===== src/assert_macros.svh =====
// Assertion macros used by mass_damper_integrator.
`ifndef ASSERT_MACROS_SVH
`define ASSERT_MACROS_SVH
// Implication checked at every clock edge outside reset.
`define CHK_IMPLY(label, clk, rst_n, pre, post) \
    label: assert property (@(posedge clk) disable iff (!rst_n) (pre) |-> (post)) \
        else $error("check failed");
// Next-cycle implication checked outside reset.
`define CHK_NEXT(label, clk, rst_n, pre, post) \
    label: assert property (@(posedge clk) disable iff (!rst_n) (pre) |=> (post)) \
        else $error("check failed");
`endif


===== src/mdi_pkg.sv =====
// ----------------------------------------------------------------------------
// mdi_pkg
// Shared types and codes of the mass-damper integrator.
// ----------------------------------------------------------------------------
package mdi_pkg;
    localparam logic [1:0] METHOD_EULER = 2'd0;
    localparam logic [1:0] METHOD_RK4   = 2'd1;
    localparam logic [1:0] REG_MASS     = 2'd0;
    localparam logic [1:0] REG_DAMPING  = 2'd1;
    localparam logic [1:0] REG_STEP     = 2'd2;
    localparam logic [1:0] REG_METHOD   = 2'd3;

    // Request to the serial arithmetic unit.
    typedef struct packed {
        logic       start;
        logic       is_div;   // 1: round(a*2^F/b), 0: round(a*b/(k*2^F))
        logic       flip;     // 1: the result takes the opposite sign
        logic [2:0] den_k;    // 1, 2 or 6 for multiply
    } mdi_op_t;
endpackage


===== src/mdi_arith.sv =====
// ----------------------------------------------------------------------------
// mdi_arith
// Bit-serial multiply-then-divide unit with round to nearest and saturation.
// ----------------------------------------------------------------------------
module mdi_arith #(
    parameter int WORD_BITS = 32,
    parameter int FRAC_BITS = 16
) (
    input  logic                        clk,
    input  logic                        rst_n,
    input  mdi_pkg::mdi_op_t            op,
    input  logic signed [WORD_BITS-1:0] a,
    input  logic signed [WORD_BITS-1:0] b,
    output logic                        done,
    output logic signed [WORD_BITS-1:0] y
);
    import mdi_pkg::*;

    // product / numerator width: the larger of a full product and a scaled dividend
    localparam int PW = ((WORD_BITS >= FRAC_BITS) ? 2 * WORD_BITS
                                                  : WORD_BITS + FRAC_BITS) + 4;
    localparam int CW = $clog2(PW + 1);
    localparam int KW = WORD_BITS + FRAC_BITS + 3;  // divisor width

    typedef enum logic [1:0] { S_IDLE, S_MUL, S_DIV, S_FIN } st_t;

    st_t               st_reg;
    logic [CW-1:0]     cnt_reg;
    logic [PW-1:0]     num_reg;   // product, then quotient
    logic [KW:0]       rem_reg;
    logic [KW-1:0]     den_reg;
    logic [WORD_BITS-1:0] mb_reg;
    logic              neg_reg;
    logic              zero_reg;
    logic signed [WORD_BITS-1:0] y_reg;
    logic              done_reg;

    logic [WORD_BITS-1:0] ma, mbv;
    logic [KW:0]          rsh;
    logic [PW-1:0]        half_w;
    logic [PW-1:0]        lim;

    assign ma  = a[WORD_BITS-1] ? WORD_BITS'(-a) : WORD_BITS'(a);
    assign mbv = b[WORD_BITS-1] ? WORD_BITS'(-b) : WORD_BITS'(b);
    assign rsh = {rem_reg[KW-1:0], num_reg[PW-1]};
    assign lim = neg_reg ? (PW'(1) << (WORD_BITS - 1))
                         : ((PW'(1) << (WORD_BITS - 1)) - PW'(1));

    always_comb
    begin
        half_w = PW'(den_reg >> 1);
    end

    always_ff @(posedge clk or negedge rst_n)
    begin
        if (!rst_n)
        begin
            st_reg   <= S_IDLE;
            done_reg <= 1'b0;
            cnt_reg  <= '0;
        end
        else
        begin
            done_reg <= 1'b0;
            unique case (st_reg)
                S_IDLE:
                begin
                    if (op.start)
                    begin
                        neg_reg  <= a[WORD_BITS-1] ^ b[WORD_BITS-1] ^ op.flip;
                        if (op.is_div)
                        begin
                            num_reg  <= PW'(ma) << FRAC_BITS;
                            den_reg  <= KW'(mbv);
                            zero_reg <= (mbv == '0);
                            rem_reg  <= '0;
                            cnt_reg  <= '0;
                            st_reg   <= S_FIN;  // numerator ready; round then divide
                            mb_reg   <= '0;
                        end
                        else
                        begin
                            num_reg  <= '0;
                            mb_reg   <= mbv;
                            den_reg  <= KW'(op.den_k) << FRAC_BITS;
                            zero_reg <= 1'b0;
                            cnt_reg  <= CW'(WORD_BITS);
                            rem_reg  <= (KW+1)'(ma);
                            st_reg   <= S_MUL;
                        end
                    end
                end
                S_MUL:
                begin
                    // shift-add, one multiplier bit a cycle (msb first)
                    num_reg <= (num_reg << 1)
                             + (mb_reg[WORD_BITS-1] ? PW'(rem_reg) : PW'(0));
                    mb_reg  <= mb_reg << 1;
                    cnt_reg <= cnt_reg - CW'(1);
                    if (cnt_reg == CW'(1))
                    begin
                        st_reg <= S_FIN;
                    end
                end
                S_FIN:
                begin
                    if (zero_reg)
                    begin
                        if (num_reg == '0)
                            y_reg <= '0;
                        else
                            y_reg <= neg_reg ? {1'b1, {(WORD_BITS-1){1'b0}}}
                                             : {1'b0, {(WORD_BITS-1){1'b1}}};
                        done_reg <= 1'b1;
                        st_reg   <= S_IDLE;
                    end
                    else
                    begin
                        num_reg <= num_reg + half_w;
                        rem_reg <= '0;
                        cnt_reg <= CW'(PW);
                        st_reg  <= S_DIV;
                    end
                end
                S_DIV:
                begin
                    // restoring division, one quotient bit a cycle
                    if (cnt_reg == '0)
                    begin
                        y_reg <= (num_reg > lim)
                            ? (neg_reg ? {1'b1, {(WORD_BITS-1){1'b0}}}
                                       : {1'b0, {(WORD_BITS-1){1'b1}}})
                            : (neg_reg ? WORD_BITS'(-num_reg) : WORD_BITS'(num_reg));
                        done_reg <= 1'b1;
                        st_reg   <= S_IDLE;
                    end
                    else
                    begin
                        cnt_reg <= cnt_reg - CW'(1);
                        if (rsh >= (KW+1)'(den_reg))
                        begin
                            rem_reg <= rsh - (KW+1)'(den_reg);
                            num_reg <= {num_reg[PW-2:0], 1'b1};
                        end
                        else
                        begin
                            rem_reg <= rsh;
                            num_reg <= {num_reg[PW-2:0], 1'b0};
                        end
                    end
                end
                default: st_reg <= S_IDLE;
            endcase
        end
    end

    assign done = done_reg;
    assign y    = y_reg;
endmodule


===== src/mass_damper_integrator.sv =====
// One step at a time: the next input transfer can come in the cycle after the
// result enters the output register.
// Reset (rst_n, asynchronous) clears position, velocity and the output stage,
// and loads the default mass, damping, step and method registers.
// ----------------------------------------------------------------------------
// mass_damper_integrator
// Steps a mass-damper system by Euler or RK4 using a serial arithmetic unit.
// ----------------------------------------------------------------------------
`include "assert_macros.svh"
module mass_damper_integrator #(
    parameter int WORD_BITS = 32,
    parameter int FRAC_BITS = 16
) (
    input  logic         clk,
    input  logic         rst_n,
    input  logic         psel,
    input  logic         penable,
    input  logic         pwrite,
    input  logic [3:0]   paddr,
    input  logic [31:0]  pwdata,
    output logic [31:0]  prdata,
    output logic         pready,
    input  logic         s_tvalid,
    output logic         s_tready,
    input  logic [31:0]  s_tdata,   // applied_force[31:0]
    output logic         m_tvalid,
    input  logic         m_tready,
    // position[31:0], velocity[63:32], prior_position[95:64],
    // prior_velocity[127:96], status[128], zero fill
    output logic [135:0] m_tdata
);
    import mdi_pkg::*;

    localparam int W = WORD_BITS;
    typedef logic signed [W-1:0] w_t;

    // Runge-Kutta and Euler share one sequence of slots. Each arithmetic slot
    // issues a request for one cycle and then waits in its W phase for done.
    typedef enum logic [4:0] {
        P_IDLE, P_FM, P_FMW, P_DM, P_DMW, P_ACC, P_ACCW, P_UPD, P_UPDW,
        P_FINP, P_FINPW, P_FINV, P_FINVW, P_OUT
    } ph_t;

    logic [30:0] mass_reg, step_reg;
    logic [31:0] damp_reg;
    logic [1:0]  meth_reg;

    ph_t  ph_reg;
    logic [1:0] stage_reg;   // RK stage 0..3
    w_t   f_reg, fm_reg, dm_reg, p_reg, v_reg, u_reg, k_reg, sp_reg, sv_reg;
    w_t   np_reg, nv_reg;
    logic busy_reg, stat_reg, ovalid_reg;
    logic [135:0] odata_reg;

    mdi_op_t op;
    w_t      op_a, op_b, ar_y;
    logic    ar_done;

    function automatic w_t sat_ext(input logic signed [63:0] x);
        logic signed [63:0] hi, lo;
        hi = 64'sd1 <<< (W - 1);
        lo = -hi;
        hi = hi - 64'sd1;
        if (x > hi) return W'(hi);
        if (x < lo) return W'(lo);
        return W'(x);
    endfunction

    function automatic w_t sadd(input w_t x, input w_t y);
        logic signed [W:0] s;
        s = (W+1)'(x) + (W+1)'(y);
        if (s[W] != s[W-1]) return s[W] ? {1'b1, {(W-1){1'b0}}} : {1'b0, {(W-1){1'b1}}};
        return W'(s);
    endfunction

    // Output fields are 32 bits; wider words saturate into them.
    function automatic logic [31:0] out32(input w_t x);
        logic signed [63:0] t;
        t = 64'(x);
        if (t > 64'sd2147483647) return 32'h7FFF_FFFF;
        if (t < -64'sd2147483648) return 32'h8000_0000;
        return t[31:0];
    endfunction

    mdi_arith #(.WORD_BITS(W), .FRAC_BITS(FRAC_BITS)) u_arith (
        .clk(clk), .rst_n(rst_n), .op(op), .a(op_a), .b(op_b),
        .done(ar_done), .y(ar_y)
    );

    assign pready   = 1'b1;
    assign s_tready = !busy_reg;
    assign m_tvalid = ovalid_reg;
    assign m_tdata  = odata_reg;

    always_comb
    begin
        unique case (paddr[3:2])
            REG_MASS:    prdata = {1'b0, mass_reg};
            REG_DAMPING: prdata = damp_reg;
            REG_STEP:    prdata = {1'b0, step_reg};
            default:     prdata = {30'd0, meth_reg};
        endcase
    end

    // Operand selection for the arithmetic unit per phase.
    always_comb
    begin
        op = '0;
        op_a = '0;
        op_b = '0;
        op.den_k = 3'd1;
        unique case (ph_reg)
            P_FM:
            begin
                op.start = 1'b1; op.is_div = 1'b1;
                op_a = f_reg; op_b = sat_ext(64'($unsigned(mass_reg)));
            end
            P_DM:
            begin
                op.start = 1'b1; op.is_div = 1'b1;
                op_a = sat_ext(64'($signed(damp_reg)));
                op_b = sat_ext(64'($unsigned(mass_reg)));
            end
            P_ACC:
            begin
                // The damping term is subtracted, so its sign is flipped here.
                op.start = 1'b1; op.flip = 1'b1; op_a = dm_reg; op_b = u_reg;
            end
            P_UPD:
            begin
                // The last stage only accumulates and needs no product.
                op.start = (stage_reg != 2'd3); op_a = k_reg;
                op_b = sat_ext(64'($unsigned(step_reg)));
                op.den_k = (stage_reg == 2'd2 || meth_reg == METHOD_EULER) ? 3'd1 : 3'd2;
            end
            P_FINP:
            begin
                op.start = 1'b1; op_a = sat_ext(64'($unsigned(step_reg)));
                op_b = (meth_reg == METHOD_EULER) ? v_reg : sp_reg;
                op.den_k = (meth_reg == METHOD_EULER) ? 3'd1 : 3'd6;
            end
            P_FINV:
            begin
                op.start = 1'b1; op_a = sat_ext(64'($unsigned(step_reg)));
                op_b = (meth_reg == METHOD_EULER) ? k_reg : sv_reg;
                op.den_k = (meth_reg == METHOD_EULER) ? 3'd1 : 3'd6;
            end
            default: ;
        endcase
    end

    always_ff @(posedge clk or negedge rst_n)
    begin
        if (!rst_n)
        begin
            mass_reg   <= 31'd65536;
            damp_reg   <= '0;
            step_reg   <= 31'd66;
            meth_reg   <= METHOD_EULER;
            ph_reg     <= P_IDLE;
            busy_reg   <= 1'b0;
            ovalid_reg <= 1'b0;
            p_reg      <= '0;
            v_reg      <= '0;
            stage_reg  <= '0;
        end
        else
        begin
            if (psel && penable && pwrite)
            begin
                unique case (paddr[3:2])
                    REG_MASS:    mass_reg <= pwdata[30:0];
                    REG_DAMPING: damp_reg <= pwdata;
                    REG_STEP:    step_reg <= pwdata[30:0];
                    default:     meth_reg <= pwdata[1:0];
                endcase
            end

            // The output register loads in P_OUT once it is empty or draining.
            if (ph_reg == P_OUT && (!ovalid_reg || m_tready))
                ovalid_reg <= 1'b1;
            else if (m_tready)
                ovalid_reg <= 1'b0;

            unique case (ph_reg)
                P_IDLE:
                begin
                    if (s_tvalid && !busy_reg)
                    begin
                        busy_reg <= 1'b1;
                        f_reg    <= sat_ext(64'($signed(s_tdata)));
                        np_reg   <= p_reg;
                        nv_reg   <= v_reg;
                        stat_reg <= (meth_reg != METHOD_EULER) && (meth_reg != METHOD_RK4);
                        ph_reg   <= ((meth_reg == METHOD_EULER) || (meth_reg == METHOD_RK4))
                                    ? P_FM : P_OUT;
                    end
                end
                P_FM:  ph_reg <= P_FMW;
                P_FMW:
                begin
                    if (ar_done)
                    begin
                        fm_reg <= ar_y;
                        ph_reg <= P_DM;
                    end
                end
                P_DM:  ph_reg <= P_DMW;
                P_DMW:
                begin
                    if (ar_done)
                    begin
                        dm_reg    <= ar_y;
                        u_reg     <= v_reg;
                        sp_reg    <= v_reg;
                        stage_reg <= '0;
                        ph_reg    <= P_ACC;
                    end
                end
                P_ACC: ph_reg <= P_ACCW;
                P_ACCW:
                begin
                    // acceleration: F/m plus the sign-flipped damping product
                    if (ar_done)
                    begin
                        k_reg  <= sadd(fm_reg, ar_y);
                        ph_reg <= (meth_reg == METHOD_EULER) ? P_FINP : P_UPD;
                    end
                end
                P_UPD:
                begin
                    // Weighted sums: stages one and two count twice.
                    if (stage_reg == 2'd0)
                    begin
                        sv_reg <= k_reg;
                    end
                    else if (stage_reg == 2'd3)
                    begin
                        sv_reg <= sadd(sv_reg, k_reg);
                        sp_reg <= sadd(sp_reg, u_reg);
                    end
                    else
                    begin
                        sv_reg <= sadd(sadd(sv_reg, k_reg), k_reg);
                        sp_reg <= sadd(sadd(sp_reg, u_reg), u_reg);
                    end
                    if (stage_reg == 2'd3)
                        ph_reg <= P_FINP;
                    else
                    begin
                        stage_reg <= stage_reg + 2'd1;
                        ph_reg    <= P_UPDW;
                    end
                end
                P_UPDW:
                begin
                    if (ar_done)
                    begin
                        u_reg  <= sadd(v_reg, ar_y);
                        ph_reg <= P_ACC;
                    end
                end
                P_FINP: ph_reg <= P_FINPW;
                P_FINPW:
                begin
                    if (ar_done)
                    begin
                        np_reg <= sadd(p_reg, ar_y);
                        ph_reg <= P_FINV;
                    end
                end
                P_FINV: ph_reg <= P_FINVW;
                P_FINVW:
                begin
                    if (ar_done)
                    begin
                        nv_reg <= sadd(v_reg, ar_y);
                        ph_reg <= P_OUT;
                    end
                end
                P_OUT:
                begin
                    if (!ovalid_reg || m_tready)
                    begin
                        odata_reg  <= {7'd0, stat_reg, out32(v_reg), out32(p_reg),
                                       out32(nv_reg), out32(np_reg)};
                        p_reg      <= np_reg;
                        v_reg      <= nv_reg;
                        busy_reg   <= 1'b0;
                        ph_reg     <= P_IDLE;
                    end
                end
                default: ph_reg <= P_IDLE;
            endcase
        end
    end

    `CHK_IMPLY(a_no_accept_busy, clk, rst_n, busy_reg, !s_tready)
    `CHK_NEXT(a_out_holds, clk, rst_n, m_tvalid && !m_tready, m_tvalid)
    `CHK_IMPLY(a_idle_free, clk, rst_n, ph_reg == P_IDLE && !busy_reg, s_tready)
endmodule

===== config.mk =====
export PLATFORM = sky130hd
export DESIGN_NAME = mass_damper_integrator
export DESIGN_NICKNAME = d
export VERILOG_FILES = /design/src/mdi_pkg.sv /design/src/mdi_arith.sv /design/src/mass_damper_integrator.sv
export VERILOG_INCLUDE_DIRS = /design/src /design/src/src
export SDC_FILE = /design/constraint.sdc
export NUM_CORES = 2
export LEC_CHECK = 0
export ABC_CLOCK_PERIOD_IN_PS = 7900
export BUFFER_PORTS_ARGS = -buffer_cell sky130_fd_sc_hd__buf_4
export CAP_MARGIN = 20
export CORE_ASPECT_RATIO = 0.8
export CORE_MARGIN = 5
export CORE_UTILIZATION = 47
export DETAILED_ROUTE_END_ITERATION = 8
export PLACE_DENSITY = 0.63
export SYNTH_ARGS = -nofsm -noshare
export SYNTH_HDL_FRONTEND = slang
export SYNTH_SLANG_ARGS = --single-unit

===== constraint.sdc =====
create_clock -name clk -period 7.9 [get_ports clk]
set_clock_uncertainty 0.2 [all_clocks]
set_input_delay 1.185 -clock clk [delete_from_list [all_inputs] [get_ports clk]]
set_output_delay 1.185 -clock clk [all_outputs]
set_load 0.03 [all_outputs]

==> impl_metrics.env <==
export IMPL_path_class="register to register"
export IMPL_stdcell_count=7964
export IMPL_finalHoldViolCount=0
export IMPL_start_util_pct=47.2
export IMPL_dieArea_sq_um=133000
export IMPL_io_pins=246
export IMPL_grt_max_degree=77
export IMPL_yosysUniqueCellTypes=111
export IMPL_crit_arrival_ns=7.91
export IMPL_yosysWarnings=0
export IMPL_synth_edf_count=636
export IMPL_hold_class="primary input to asynchronous set/reset pin"
export IMPL_period_share_pct=96.9
export IMPL_clk_latency_ns=0.71
export IMPL_hold_buffers=0
export IMPL_antenna_found_initial=20
export IMPL_fmax_mhz=131
export IMPL_gr_total_overflow=0
export IMPL_grt_pass1_wl_um=327000
export IMPL_avgSynthCellArea_sq_um=9.58
export IMPL_ctsHtreeMaxLevel=3
export IMPL_drv_slew=0
export IMPL_nNetsFinal=6696
export IMPL_die_x_um=406
export IMPL_coreArea_sq_um=125000
export IMPL_violations="DRC"
export IMPL_layout_drive_gt1_share_pct=14.8
export IMPL_clk_pin_slew_ns=0.07
export IMPL_synth_area_sq_um=58900
export IMPL_wire_per_inst_um=28.4
export IMPL_ant_nets=0
export IMPL_cp_required_ns=8.16
export IMPL_end_kind="register"
export IMPL_met3_length_um=32800
export IMPL_cts_root_buf="clkbuf_16"
export IMPL_gp_congestion=1.03
export IMPL_cap_violations=0
export IMPL_critPathMaxFanout=23
export IMPL_post_place_cells=7785
export IMPL_p_total_uw=24900
export IMPL_post_route_drc_count=1
export IMPL_final_cell_mix="edfxtp_1, nand2_1, o21ai_0, a21oi_1, buf_4"
export IMPL_fin_crit_ns=7.66
export IMPL_routed_top_layer="met5"
export IMPL_gr_usage_all_layers_pct=33.1
export IMPL_cts_setup_buffers=0
export IMPL_finish_utilization_pct=52.8
export IMPL_dr_total_vias=51500
export IMPL_drt_pass1_iterations=9
export IMPL_synth_flop_cell="edfxtp_1"
export IMPL_ys_ff_latch=814
export IMPL_synth_seq_area_share_pct=40.0
export IMPL_ctsResizeCount=0
export IMPL_avgViaCountPerCell=6.46
export IMPL_synthArstFlopShare_pct=21.9
export IMPL_cts_tree="yes"
export IMPL_syn_inst=6154
export IMPL_routed_wl_um=226000
export IMPL_die_height_um=327
export IMPL_port_buffers=235
export IMPL_grt_pass1_vias=47300
export IMPL_relSlewSlack_pct=24.3
export IMPL_hpwl_um=171000
export IMPL_ir_worst_vdd_v=0.000216
export IMPL_leakagePower_uw=0.0263
export IMPL_clockBufferDepth=3
export IMPL_setup_tns_ns=0
export IMPL_cts_buffers_inserted=90
export IMPL_wl_met1_um=98800
export IMPL_status="finished with violations"
export IMPL_cp_start_kind="register"
export IMPL_area_growth_pct=11.8
export IMPL_largest_reg_flops=129
export IMPL_clock_sinks=814
export IMPL_rows=116
export IMPL_worst_pin_slew_ns=1.12
export IMPL_mostFrequentLayoutCell="edfxtp_1"
export IMPL_route_met2_wl_um=86400
export IMPL_rsz0062_at_grt="false"
export IMPL_detail_route_iter0_violations=6889
export IMPL_setup_viol=0
export IMPL_p_per_area_nw_per_um2=379
final timing paths:
kind	start	end	slack [ns]	cells past startpoint
max in group asynchronous	rst_n	ph_reg[2]	5.65	3
min in group clk	stat_reg	m_tdata[128]	0.23	0
max reg2reg	u_reg[0]	sp_reg[2]	0.24	27
min	rst_n	v_reg[28]	0.13	1
max	u_reg[0]	sp_reg[2]	0.24	27
min reg2reg	stat_reg	m_tdata[128]	0.23	0
worst max-delay path, cell delays in order (launching register included):
cell and delay, ns:
edfxtp_1 0.45, ha_1 0.28, fa_1 0.46, a211oi_1 0.32, o21ai_0 0.26, a31o_2 0.33, a21oi_1 0.27, o21ai_0 0.25
a21oi_1 0.33, o21bai_2 0.21, and2_0 0.25, buf_4 0.17, nor2_1 0.08, nor2_1 0.05, ha_1 0.22, fa_1 0.42
a211oi_2 0.32, o21ai_0 0.23, a41o_1 0.30, nand2_1 0.12, o211ai_1 0.21, a221o_1 0.42, a31oi_1 0.26, nor4_1 0.11
nand3_1 0.14, buf_4 0.34, nand2_1 0.09, a221o_1 0.27
cells by family (layout without fill, tap and decap cells):
kind of cell             count (synthesis)  in the layout  share of synthesized area (%)
AO/OA/AOI/OAI                         1925           1925                           21.3
AND/OR/NAND/NOR                       1675           1675                           14.2
flip-flops                             814            814                           40.0
buffers and inverters                  635            778                           4.28
adder cells (fa/ha/maj)                434            434                           9.17
XOR/XNOR                               421            421                           6.26
multiplexers                           248            248                           4.86
other                                    2             17                         0.0127
area by class of cell:
cell class              instances  area (sq um)
diodes                          8          20.0
clock buffers                 121          2520
clock inverters                47           487
fillers                     11300         58900
inverters                     157           589
multi-input cells            4712         33100
flip-flops and latches        814         23600
well taps                    1652          2070
repair buffers                453          3530
per-stage QoR:
step           worst slack (ns)  hold WS [ns]  area, sq um
2_1_floorplan             0.963         0.200        59000
3_3_place_gp              0.519         0.219        62800
3_5_place_dp              0.515         0.219        62800
4_1_cts                   0.431        0.0935        65800
5_1_grt                  0.0216         0.104        65900
6_report                  0.245         0.133        65900
where the power goes:
part	internal (uW)	total [uW]	switching [uW]
clock network	2490	4430	1940
registers	5880	7230	1350
logic	5060	13300	8220
Yosys cell counts, types with 30 or more instances:
cell | number | share of area, %
a31oi_1 | 61 | 0.65
nor3_1 | 98 | 0.83
nor4_1 | 38 | 0.40
mux2_2 | 161 | 3.1
mux2i_1 | 73 | 1.2
o21bai_1 | 41 | 0.52
a222oi_1 | 37 | 0.63
or3b_2 | 34 | 0.51
nand2_1 | 502 | 3.2
o2111ai_1 | 33 | 0.49
inv_1 | 153 | 0.97
maj3_1 | 41 | 0.70
and2_1 | 111 | 1.2
a211oi_1 | 46 | 0.59
edfxtp_1 | 636 | 32
a21o_1 | 194 | 2.5
nand2b_1 | 81 | 0.86
xor2_1 | 196 | 2.9
o22ai_1 | 57 | 0.61
nand3_1 | 108 | 0.92
clkbuf_1 | 411 | 2.6
o31ai_1 | 36 | 0.46
o211ai_1 | 37 | 0.47
a22oi_1 | 48 | 0.61
nor2b_1 | 60 | 0.64
and3_1 | 46 | 0.49
a22o_1 | 50 | 0.74
or3_1 | 30 | 0.32
o21a_1 | 36 | 0.46
nand4_1 | 61 | 0.65
xnor2_1 | 225 | 3.3
a21oi_1 | 484 | 4.1
ha_1 | 383 | 8.1
nor2_1 | 382 | 2.4
o21ai_0 | 500 | 4.2
dfrtp_1 | 175 | 7.4
routing by layer:
| metal | track usage (%) | vias to the layer above |
|---|---|---|
| met5 | 0.731 | - |
| met4 | 10.6 | 10 |
| met3 | 13.1 | 364 |
| met2 | 43.1 | 2927 |
| met1 | 49.5 | 25000 |
| li1 | - | 23100 |
Power figures use the tool's default switching activity.
